## config.mk

```make
export PLATFORM = sky130hd
export DESIGN_NAME = deadband_moving_average_3axis
export DESIGN_NICKNAME = d
export VERILOG_FILES = /design/src/rtl/dmavg_pkg.sv /design/src/rtl/dmavg_div.sv /design/src/rtl/dmavg_lane.sv /design/src/rtl/deadband_moving_average_3axis.sv
export SDC_FILE = /design/constraint.sdc
export NUM_CORES = 2
export LEC_CHECK = 0
export BUFFER_PORTS_ARGS = -buffer_cell sky130_fd_sc_hd__buf_2
export CAP_MARGIN = 40
export CORE_ASPECT_RATIO = 1.5
export CORE_MARGIN = 2
export CORE_UTILIZATION = 50
export DETAILED_ROUTE_END_ITERATION = 6
export GPL_ROUTABILITY_DRIVEN = 0
export GPL_TIMING_DRIVEN = 0
export HOLD_SLACK_MARGIN = 0.02
export PLACE_DENSITY = 0.75
export SKIP_CTS_REPAIR_TIMING = 1
export SKIP_LAST_GASP = 1
export SLEW_MARGIN = 20
export SYNTH_ARGS = -nofsm -noshare
export SYNTH_HDL_FRONTEND = slang
export SYNTH_SLANG_ARGS = --single-unit
```

## constraint.sdc

```tcl
create_clock -name clk -period 6.4 [get_ports clk]
set_clock_uncertainty 0.05 [all_clocks]
set_input_delay 0.64 -clock clk [delete_from_list [all_inputs] [get_ports clk]]
set_output_delay 0.64 -clock clk [all_outputs]
set_load 0.005 [all_outputs]
```

## src/rtl/dmavg_pkg.sv

```systemverilog
// shared types, constants and helpers for the dead-band moving average block
`default_nettype none

package dmavg_pkg;

  localparam int unsigned DATA_W           = 16;
  localparam int unsigned CFG_IDX_W        = 4;
  localparam int unsigned DEF_WINDOW_DEPTH = 16;
  localparam int unsigned PIPE_STAGES      = 7;
  localparam int unsigned RECIP_SHIFT      = 31;

  typedef enum logic [CFG_IDX_W-1:0] {
    CFG_BAND_HIGH = 4'd0,
    CFG_BAND_LOW  = 4'd1
  } cfg_reg_e;

  typedef struct packed {
    logic signed [DATA_W-1:0] sample_x;
    logic signed [DATA_W-1:0] sample_y;
    logic signed [DATA_W-1:0] sample_z;
  } in_word_t;

  typedef struct packed {
    logic signed [DATA_W-1:0] mean_x;
    logic signed [DATA_W-1:0] mean_y;
    logic signed [DATA_W-1:0] mean_z;
  } out_word_t;

  // per-stage load strobes from the shared pipeline control
  typedef struct packed {
    logic acc;
    logic upd;
    logic mag_ld;
    logic mul_ld;
    logic corr_ld;
    logic fix_ld;
  } lane_ctrl_t;

  // zero a value lying strictly between the two bounds
  function automatic logic signed [DATA_W-1:0] dead_band(
    input logic signed [DATA_W-1:0] v,
    input logic signed [DATA_W-1:0] lo,
    input logic signed [DATA_W-1:0] hi
  );
    return ((v < hi) && (v > lo)) ? '0 : v;
  endfunction

endpackage

`default_nettype wire

```

## src/rtl/dmavg_div.sv

```systemverilog
// pipelined divide of a magnitude by the window depth, reciprocal multiply plus one correction
`default_nettype none

module dmavg_div #(
  parameter int unsigned DIVISOR = dmavg_pkg::DEF_WINDOW_DEPTH,
  parameter int unsigned MAG_W   = 20
) (
  input  wire logic                      clk,
  input  wire dmavg_pkg::lane_ctrl_t     ctrl,
  input  wire logic [MAG_W-1:0]          mag,
  input  wire logic                      neg,
  output logic [dmavg_pkg::DATA_W-1:0]   quo,
  output logic                           quo_neg
);

  localparam int unsigned PROD_W = MAG_W + 32;
  localparam int unsigned DIV_W  = $clog2(DIVISOR + 1);
  localparam logic [31:0] RECIP  = 32'((64'd1 << dmavg_pkg::RECIP_SHIFT) / DIVISOR);
  localparam logic [DIV_W-1:0] DIV_K = DIV_W'(DIVISOR);

  logic [PROD_W-1:0]      prod_r;
  logic [MAG_W-1:0]       mag_a_r;
  logic                   neg_a_r;
  logic [MAG_W-1:0]       q0_r;
  logic [MAG_W+DIV_W-1:0] qd_r;
  logic [MAG_W-1:0]       mag_b_r;
  logic                   neg_b_r;
  logic [MAG_W-1:0]       q_r;
  logic                   neg_c_r;

  logic [MAG_W-1:0]       q0_w;
  logic [MAG_W-1:0]       rem_w;

  // estimate is floor or floor minus one
  assign q0_w  = prod_r[dmavg_pkg::RECIP_SHIFT +: MAG_W];
  assign rem_w = mag_b_r - qd_r[MAG_W-1:0];

  always_ff @(posedge clk) begin
    if (ctrl.mul_ld) begin
      prod_r  <= PROD_W'(mag) * PROD_W'(RECIP);
      mag_a_r <= mag;
      neg_a_r <= neg;
    end
    if (ctrl.corr_ld) begin
      q0_r    <= q0_w;
      qd_r    <= (MAG_W + DIV_W)'(q0_w) * (MAG_W + DIV_W)'(DIV_K);
      mag_b_r <= mag_a_r;
      neg_b_r <= neg_a_r;
    end
    if (ctrl.fix_ld) begin
      q_r     <= (rem_w >= MAG_W'(DIVISOR)) ? q0_r + 1'b1 : q0_r;
      neg_c_r <= neg_b_r;
    end
  end

  assign quo     = q_r[dmavg_pkg::DATA_W-1:0];
  assign quo_neg = neg_c_r;

endmodule

`default_nettype wire

```

## src/rtl/dmavg_lane.sv

```systemverilog
// one axis lane: input dead band, history ring, running total and dead-banded mean
`default_nettype none

module dmavg_lane #(
  parameter int unsigned WINDOW_DEPTH = dmavg_pkg::DEF_WINDOW_DEPTH,
  localparam int unsigned SLOT_W = (WINDOW_DEPTH > 1) ? $clog2(WINDOW_DEPTH) : 1
) (
  input  wire logic                                clk,
  input  wire logic                                rst_n,
  input  wire dmavg_pkg::lane_ctrl_t               ctrl,
  input  wire logic [SLOT_W-1:0]                   slot,
  input  wire logic signed [dmavg_pkg::DATA_W-1:0] sample,
  input  wire logic signed [dmavg_pkg::DATA_W-1:0] band_high,
  input  wire logic signed [dmavg_pkg::DATA_W-1:0] band_low,
  output logic signed [dmavg_pkg::DATA_W-1:0]      mean
);

  localparam int unsigned DW    = dmavg_pkg::DATA_W;
  localparam int unsigned SUM_W = DW + $clog2(WINDOW_DEPTH);

  logic [DW-1:0]           ring_mem [WINDOW_DEPTH];
  logic [WINDOW_DEPTH-1:0] ring_ok_r;

  logic signed [DW-1:0]    v1_r;
  logic [SLOT_W-1:0]       slot1_r;
  logic [DW-1:0]           rd1_r;
  logic                    rd_ok1_r;

  // two most recent writes, to cover reads that raced them
  logic                    w1_ok_r, w2_ok_r;
  logic [SLOT_W-1:0]       w1_slot_r, w2_slot_r;
  logic signed [DW-1:0]    w1_v_r, w2_v_r;

  logic signed [SUM_W-1:0] total_r;
  logic signed [SUM_W-1:0] total_nxt;
  logic signed [DW-1:0]    old_w;

  logic [SUM_W-1:0]        mag_r;
  logic                    neg_r;

  logic [DW-1:0]           quo;
  logic                    quo_neg;
  logic signed [DW:0]      mean_ext;
  logic signed [DW-1:0]    mean_raw;

  always_ff @(posedge clk) begin
    if (ctrl.upd) ring_mem[slot1_r] <= v1_r;
    if (ctrl.acc) rd1_r <= ring_mem[slot];
  end

  always_ff @(posedge clk) begin
    if (!rst_n) begin
      ring_ok_r <= '0;
      w1_ok_r   <= 1'b0;
      w2_ok_r   <= 1'b0;
      total_r   <= '0;
    end else if (ctrl.upd) begin
      ring_ok_r[slot1_r] <= 1'b1;
      w1_ok_r            <= 1'b1;
      w2_ok_r            <= w1_ok_r;
      total_r            <= total_nxt;
    end
  end

  always_ff @(posedge clk) begin
    if (ctrl.acc) begin
      v1_r     <= dmavg_pkg::dead_band(sample, band_low, band_high);
      slot1_r  <= slot;
      rd_ok1_r <= ring_ok_r[slot];
    end
    if (ctrl.upd) begin
      w1_slot_r <= slot1_r;
      w1_v_r    <= v1_r;
      w2_slot_r <= w1_slot_r;
      w2_v_r    <= w1_v_r;
    end
    if (ctrl.mag_ld) begin
      neg_r <= total_r[SUM_W-1];
      mag_r <= total_r[SUM_W-1] ? $unsigned(-total_r) : $unsigned(total_r);
    end
  end

  // oldest sample leaving the window
  always_comb begin
    if (w1_ok_r && (w1_slot_r == slot1_r)) begin
      old_w = w1_v_r;
    end else if (w2_ok_r && (w2_slot_r == slot1_r)) begin
      old_w = w2_v_r;
    end else if (rd_ok1_r) begin
      old_w = $signed(rd1_r);
    end else begin
      old_w = '0;
    end
  end

  assign total_nxt = total_r + SUM_W'(v1_r) - SUM_W'(old_w);

  dmavg_div #(
    .DIVISOR (WINDOW_DEPTH),
    .MAG_W   (SUM_W)
  ) u_div (
    .clk     (clk),
    .ctrl    (ctrl),
    .mag     (mag_r),
    .neg     (neg_r),
    .quo     (quo),
    .quo_neg (quo_neg)
  );

  assign mean_ext = quo_neg ? -$signed({1'b0, quo}) : $signed({1'b0, quo});
  assign mean_raw = mean_ext[DW-1:0];
  assign mean     = dmavg_pkg::dead_band(mean_raw, band_low, band_high);

endmodule

`default_nettype wire

```

## src/rtl/deadband_moving_average_3axis.sv

```systemverilog
// top level: three-axis dead-band moving average with shared pipeline control and output word
// a result is valid once its word has passed the acc, upd, mag, mul, corr and fix stages and the output register
// throughput: one word per cycle unless out_stall has filled the pipeline, set by the running total update in each lane
// reset: clears ring entries (per-entry valid bits), totals, write slot, band bounds and pipeline
// ring contents need no clearing pass; an entry never written reads as zero
`default_nettype none

module deadband_moving_average_3axis #(
  parameter int unsigned WINDOW_DEPTH = dmavg_pkg::DEF_WINDOW_DEPTH
) (
  input  wire logic                                  clk,
  input  wire logic                                  rst_n,
  // input word channel
  input  wire logic                                  in_valid,
  output logic                                       in_stall,
  input  wire dmavg_pkg::in_word_t                   in_data,
  // result word channel
  output logic                                       out_valid,
  input  wire logic                                  out_stall,
  output dmavg_pkg::out_word_t                       out_data,
  // register write channel
  input  wire logic                                  cfg_valid,
  output logic                                       cfg_ready,
  input  wire logic [dmavg_pkg::CFG_IDX_W-1:0]       cfg_index,
  input  wire logic [dmavg_pkg::DATA_W-1:0]          cfg_data
);

  localparam int unsigned NSTG   = dmavg_pkg::PIPE_STAGES;
  localparam int unsigned SLOT_W = (WINDOW_DEPTH > 1) ? $clog2(WINDOW_DEPTH) : 1;
  localparam logic [SLOT_W-1:0] SLOT_LAST = SLOT_W'(WINDOW_DEPTH - 1);

  // band bounds
  logic signed [dmavg_pkg::DATA_W-1:0] band_high_r;
  logic signed [dmavg_pkg::DATA_W-1:0] band_low_r;

  // pipeline occupancy and movement
  logic [NSTG-1:0] vld_r;
  logic [NSTG-1:0] vld_nxt;
  logic [NSTG-1:0] leave;
  logic [NSTG-1:0] ld;
  logic            in_free;

  // ring write pointer shared by the lanes
  logic [SLOT_W-1:0] slot_r;
  logic [SLOT_W-1:0] slot_nxt;

  dmavg_pkg::lane_ctrl_t lane_ctrl;
  dmavg_pkg::out_word_t  out_data_r;
  logic signed [dmavg_pkg::DATA_W-1:0] mean_x, mean_y, mean_z;

  // config writes always taken
  assign cfg_ready = 1'b1;

  always_ff @(posedge clk) begin
    if (!rst_n) begin
      band_high_r <= '0;
      band_low_r  <= '0;
    end else if (cfg_valid && cfg_ready) begin
      unique case (cfg_index)
        dmavg_pkg::CFG_BAND_HIGH: band_high_r <= cfg_data;
        dmavg_pkg::CFG_BAND_LOW:  band_low_r  <= cfg_data;
        default: ;  // unknown index ignored
      endcase
    end
  end

  // bubble-collapsing flow: a stage moves when the next one is empty or moving
  always_comb begin
    leave[NSTG-1] = vld_r[NSTG-1] & ~out_stall;
    for (int i = NSTG - 2; i >= 0; i--) begin
      leave[i] = vld_r[i] & (~vld_r[i+1] | leave[i+1]);
    end
    in_free = ~vld_r[0] | leave[0];
    ld[0]   = in_valid & in_free;
    for (int i = 1; i < NSTG; i++) begin
      ld[i] = leave[i-1];
    end
    vld_nxt = ld | (vld_r & ~leave);
  end

  assign in_stall = ~in_free;

  always_ff @(posedge clk) begin
    if (!rst_n) begin
      vld_r <= '0;
    end else begin
      vld_r <= vld_nxt;
    end
  end

  // write slot wraps after the last ring entry
  assign slot_nxt = (slot_r == SLOT_LAST) ? '0 : slot_r + 1'b1;

  always_ff @(posedge clk) begin
    if (!rst_n) begin
      slot_r <= '0;
    end else if (ld[0]) begin
      slot_r <= slot_nxt;
    end
  end

  // stage strobes handed to every lane
  assign lane_ctrl.acc     = ld[0];
  assign lane_ctrl.upd     = ld[1];
  assign lane_ctrl.mag_ld  = ld[2];
  assign lane_ctrl.mul_ld  = ld[3];
  assign lane_ctrl.corr_ld = ld[4];
  assign lane_ctrl.fix_ld  = ld[5];

  // one lane per axis
  dmavg_lane #(.WINDOW_DEPTH(WINDOW_DEPTH)) u_lane_x (
    .clk       (clk),
    .rst_n     (rst_n),
    .ctrl      (lane_ctrl),
    .slot      (slot_r),
    .sample    (in_data.sample_x),
    .band_high (band_high_r),
    .band_low  (band_low_r),
    .mean      (mean_x)
  );

  dmavg_lane #(.WINDOW_DEPTH(WINDOW_DEPTH)) u_lane_y (
    .clk       (clk),
    .rst_n     (rst_n),
    .ctrl      (lane_ctrl),
    .slot      (slot_r),
    .sample    (in_data.sample_y),
    .band_high (band_high_r),
    .band_low  (band_low_r),
    .mean      (mean_y)
  );

  dmavg_lane #(.WINDOW_DEPTH(WINDOW_DEPTH)) u_lane_z (
    .clk       (clk),
    .rst_n     (rst_n),
    .ctrl      (lane_ctrl),
    .slot      (slot_r),
    .sample    (in_data.sample_z),
    .band_high (band_high_r),
    .band_low  (band_low_r),
    .mean      (mean_z)
  );

  // merge: the three lane means form one result word in the output register
  always_ff @(posedge clk) begin
    if (ld[NSTG-1]) begin
      out_data_r.mean_x <= mean_x;
      out_data_r.mean_y <= mean_y;
      out_data_r.mean_z <= mean_z;
    end
  end

  assign out_data  = out_data_r;
  assign out_valid = vld_r[NSTG-1];

`ifndef SYNTHESIS
  // pipeline is empty and open right after reset
  assert property (@(posedge clk) !rst_n |=> (!out_valid && !in_stall))
    else $error("pipeline not empty after reset");

  // with no result waiting, nothing can hold back the input
  assert property (@(posedge clk) disable iff (!rst_n) !out_valid |-> !in_stall)
    else $error("input stalled with empty output register");

  // write slot steps once per accepted word and wraps at the window depth
  assert property (@(posedge clk) disable iff (!rst_n)
    ld[0] |=> (slot_r == (($past(slot_r) == SLOT_LAST) ? '0 : $past(slot_r) + 1'b1)))
    else $error("write slot did not advance on accept");

  assert property (@(posedge clk) disable iff (!rst_n) !ld[0] |=> $stable(slot_r))
    else $error("write slot moved without an accepted word");
`endif

endmodule

`default_nettype wire

```

==> impl_metrics.yaml <==
status:
  status: "finished with violations"
  violations: "DRC"
power_and_ir_drop:
  pwr-share-seq_pct: 51.0
  p_int_mw: 15.3
  irDropWorstVdd_mv: 0.245
  power.leakage_nw: 22.9
  clkPwrFrac_pct: 34.9
  combPwrFrac_pct: 14.1
  swShare_pct: 25.5
  powerDensity_nw_per_um2: 301
  p_sw_mw: 5.24
setup_path:
  cp_data_required_time_ns: 7.02
  critPathArrivalTime_ns: 6.66
  worstSetupPathType: "register to register"
  endpoint_kind: "register"
  worstPathMaxFanout: 10
  start_kind: "register"
global_routing:
  grt_overflow_total: 0
  grt_usage_pct: 26.4
  antenna_found_initial: 1
  grt_pass1_vias: 36600
  grt_max_degree: 35
  grt_pass1_wl_um: 234000
routing:
  vias: 35300
  routedWlPerCell_um: 27.8
  drtIter0Drc: 3545
  drtAntennaViolNets: 0
  firstDrtPassIters: 7
  wl_um: 160000
  drc_errors: 1
  via_per_inst: 6.16
cts:
  cts_tree: "yes"
  clock_latency_ns: 0.75
  htreeDepth: 3
  cts-root-buf: "clkbuf_16"
  cts_max_path_buffers: 3
  clk_pin_slew_ns: 0.07
  cts_buffers: 113
  clock-sinks: 1380
synth:
  avgSynthCellArea_um2: 16.1
  seq_area_frac_synth_pct: 66.9
  synthFlopType: "edfxtp_1"
  synth_edf_count: 1227
  yosys_warnings: 0
  synth_area_leader_cell: "edfxtp_1"
  synth_area_um2: 59700
  postSynth.asyncResetShare_pct: 0
  synth.distinct_cells: 71
  synthTopCellsByArea: "edfxtp_1 62%, mux4_2 9.6%, ha_1 5.2%"
  synth_nets: 4081
  synth_top_area_share_pct: 61.8
  syn_inst: 3701
  ys_ff_latch: 1380
placement:
  hpwl_um: 113000
  port_buffers: 122
  dp.cells: 5515
die:
  die_h_um: 427
  start_util_pct: 50.3
  fp.dieW_um: 286
  io_pins: 124
  row_count: 155
  fp.dieArea_um2: 122000
  core_area_um2: 119000
flow_run:
  drv_cap: 0
layout:
  drive_gt1_share_pct: 18.1
  syn2layout_area_growth_pct: 14.4
  nets: 4451
  fin_cells: 5740
  fillers: 8617
sta:
  slew_violations: 0
  setup_tns_ns: 0
  tightest_slew_ns: 0.959
  fmax_mhz: 166
  fin_hold_ws_ns: 0.0846
  period_share_pct: 94.3
  finalSetupViolations: 0
  slew_headroom_pct: 36.1
  fin_crit_ns: 6.04
  hold_violations: 0
  rsz0062_at_grt: "false"
worst_hold_path:
  min_path_type: "input pin to register"
## state kept, by name, indices dropped and copies added (netlist names), 20 cells and up
| register | count |
|---|---|
| out_data | 48 |
| u_lane_x.ring_mem | 256 |
| u_lane_x.total_r | 20 |
| u_lane_y.ring_mem | 256 |
| u_lane_y.total_r | 20 |
| u_lane_z.ring_mem | 256 |
| u_lane_z.total_r | 20 |
## cell families after synthesis
kind of cell               count (synthesis)  synth area share [%]
other                                      1               0.00629
xor gates and xnor gates                 136                  2.00
muxes                                    274                  9.95
and+or+nand+nor                          720                  5.71
AOI/OAI and AO/OA                        621                  6.62
adders and majority gates                307                  7.16
buffers and inverters                    262                  1.66
DFF                                     1380                  66.9
## path summary, 6_finish.rpt
path / from / end / slack (ns) / cells past startpoint
worst max-delay path: u_lane_x.slot1_r[3] / u_lane_z.total_r[19] / 0.36 / 17
worst min-delay path: cfg_data[9] / band_low_r[9] / 0.08 / 3
worst max register to register: u_lane_x.slot1_r[3] / u_lane_z.total_r[19] / 0.36 / 17
worst min register to register: u_lane_y.u_div.neg_a_r / u_lane_y.u_div.neg_b_r / 0.36 / 0
## synth_stat cells (10+ instances only)
cell type and instances:
o21ai_0 90, and3_1 14, mux2i_1 19, nor2_1 193
xor2_1 33, a21o_1 58, or3_1 22, inv_1 122
and2_1 20, a211oi_1 19, a21boi_0 83, o31ai_1 19
o21bai_1 10, fa_1 57, ha_1 250, nand2_1 229
edfxtp_1 1227, mux4_2 255, or4_1 12, o211ai_1 10
a21oi_1 233, buf_1 23, nand3_1 86, nand4_1 36
xnor2_1 103, nor2b_1 21, clkbuf_1 113, dfxtp_1 153
o21a_1 24, nor3_1 26, a31oi_1 11, nand2b_1 20
## area by class of cell
class / instances / area [um^2] / share of cell area [%]
antenna: 1 / 2.50 / 0.00367
buffer: 140 / 548 / 0.803
clock buffer: 148 / 3080 / 4.52
clock inverter: 65 / 702 / 1.03
inverter: 122 / 458 / 0.671
multi-input combinational: 2059 / 18900 / 27.8
sequential: 1380 / 39900 / 58.5
tap: 1570 / 1960 / 2.88
timing repair buffer: 255 / 2630 / 3.85
## metrics by stage
stage          power, mW  setup slack (ns)  utilization (%)  area, um^2
2_1_floorplan       12.6             0.606                -       59700
3_3_place_gp        13.3             -4.31             52.4       62200
3_5_place_dp        13.5             0.140             54.2       64300
4_1_cts             20.5            0.0623             57.4       68100
5_1_grt             21.2            0.0521             57.5       68200
6_report            20.5             0.362             57.5       68200
## routing by layer
metal | GRT usage (%) | wire [um]
met5 | 0 | 0
met4 | 20.2 | 13600
met3 | 4.19 | 11300
met2 | 47.3 | 83300
met1 | 27.7 | 51500
## cells in the final DEF, fill, tap and decap left out, types with 58 or more instances in the layout
cell type  instances
inv_1            122
nor2_1           180
a21oi_1          233
xnor2_1          103
a21boi_0          80
dfxtp_1          153
a21o_1            58
edfxtp_1        1227
o21ai_0           90
nand3_1           85
ha_1             250
mux4_2           255
clkbuf_16        116
nand2_1          229
clkbuf_1         135
buf_2            133
## critical path, cell delays in order (launching register included)
cell	delay [ns]
edfxtp_1	0.45
clkbuf_1	0.29
a221oi_2	0.46
nand3_2	0.42
clkbuf_1	0.35
nand3_1	0.16
a21oi_1	0.10
a21oi_1	0.49
fa_1	0.54
ha_1	0.48
and3_1	0.24
a221oi_1	0.36
o21ai_0	0.20
a21o_1	0.23
o41ai_1	0.49
xnor2_1	0.18
or3_1	0.33
a21oi_1	0.14
## power groups by stage
stage          Clock, mW  Combinational (mW)  Sequential, mW
2_1_floorplan          0                2.06            10.5
3_3_place_gp           0                2.67            10.7
3_5_place_dp           0                2.81            10.7
4_1_cts             7.24                2.84            10.5
5_1_grt             7.56                3.17            10.5
6_report            7.17                2.89            10.5
Power figures use the tool's default switching activity.
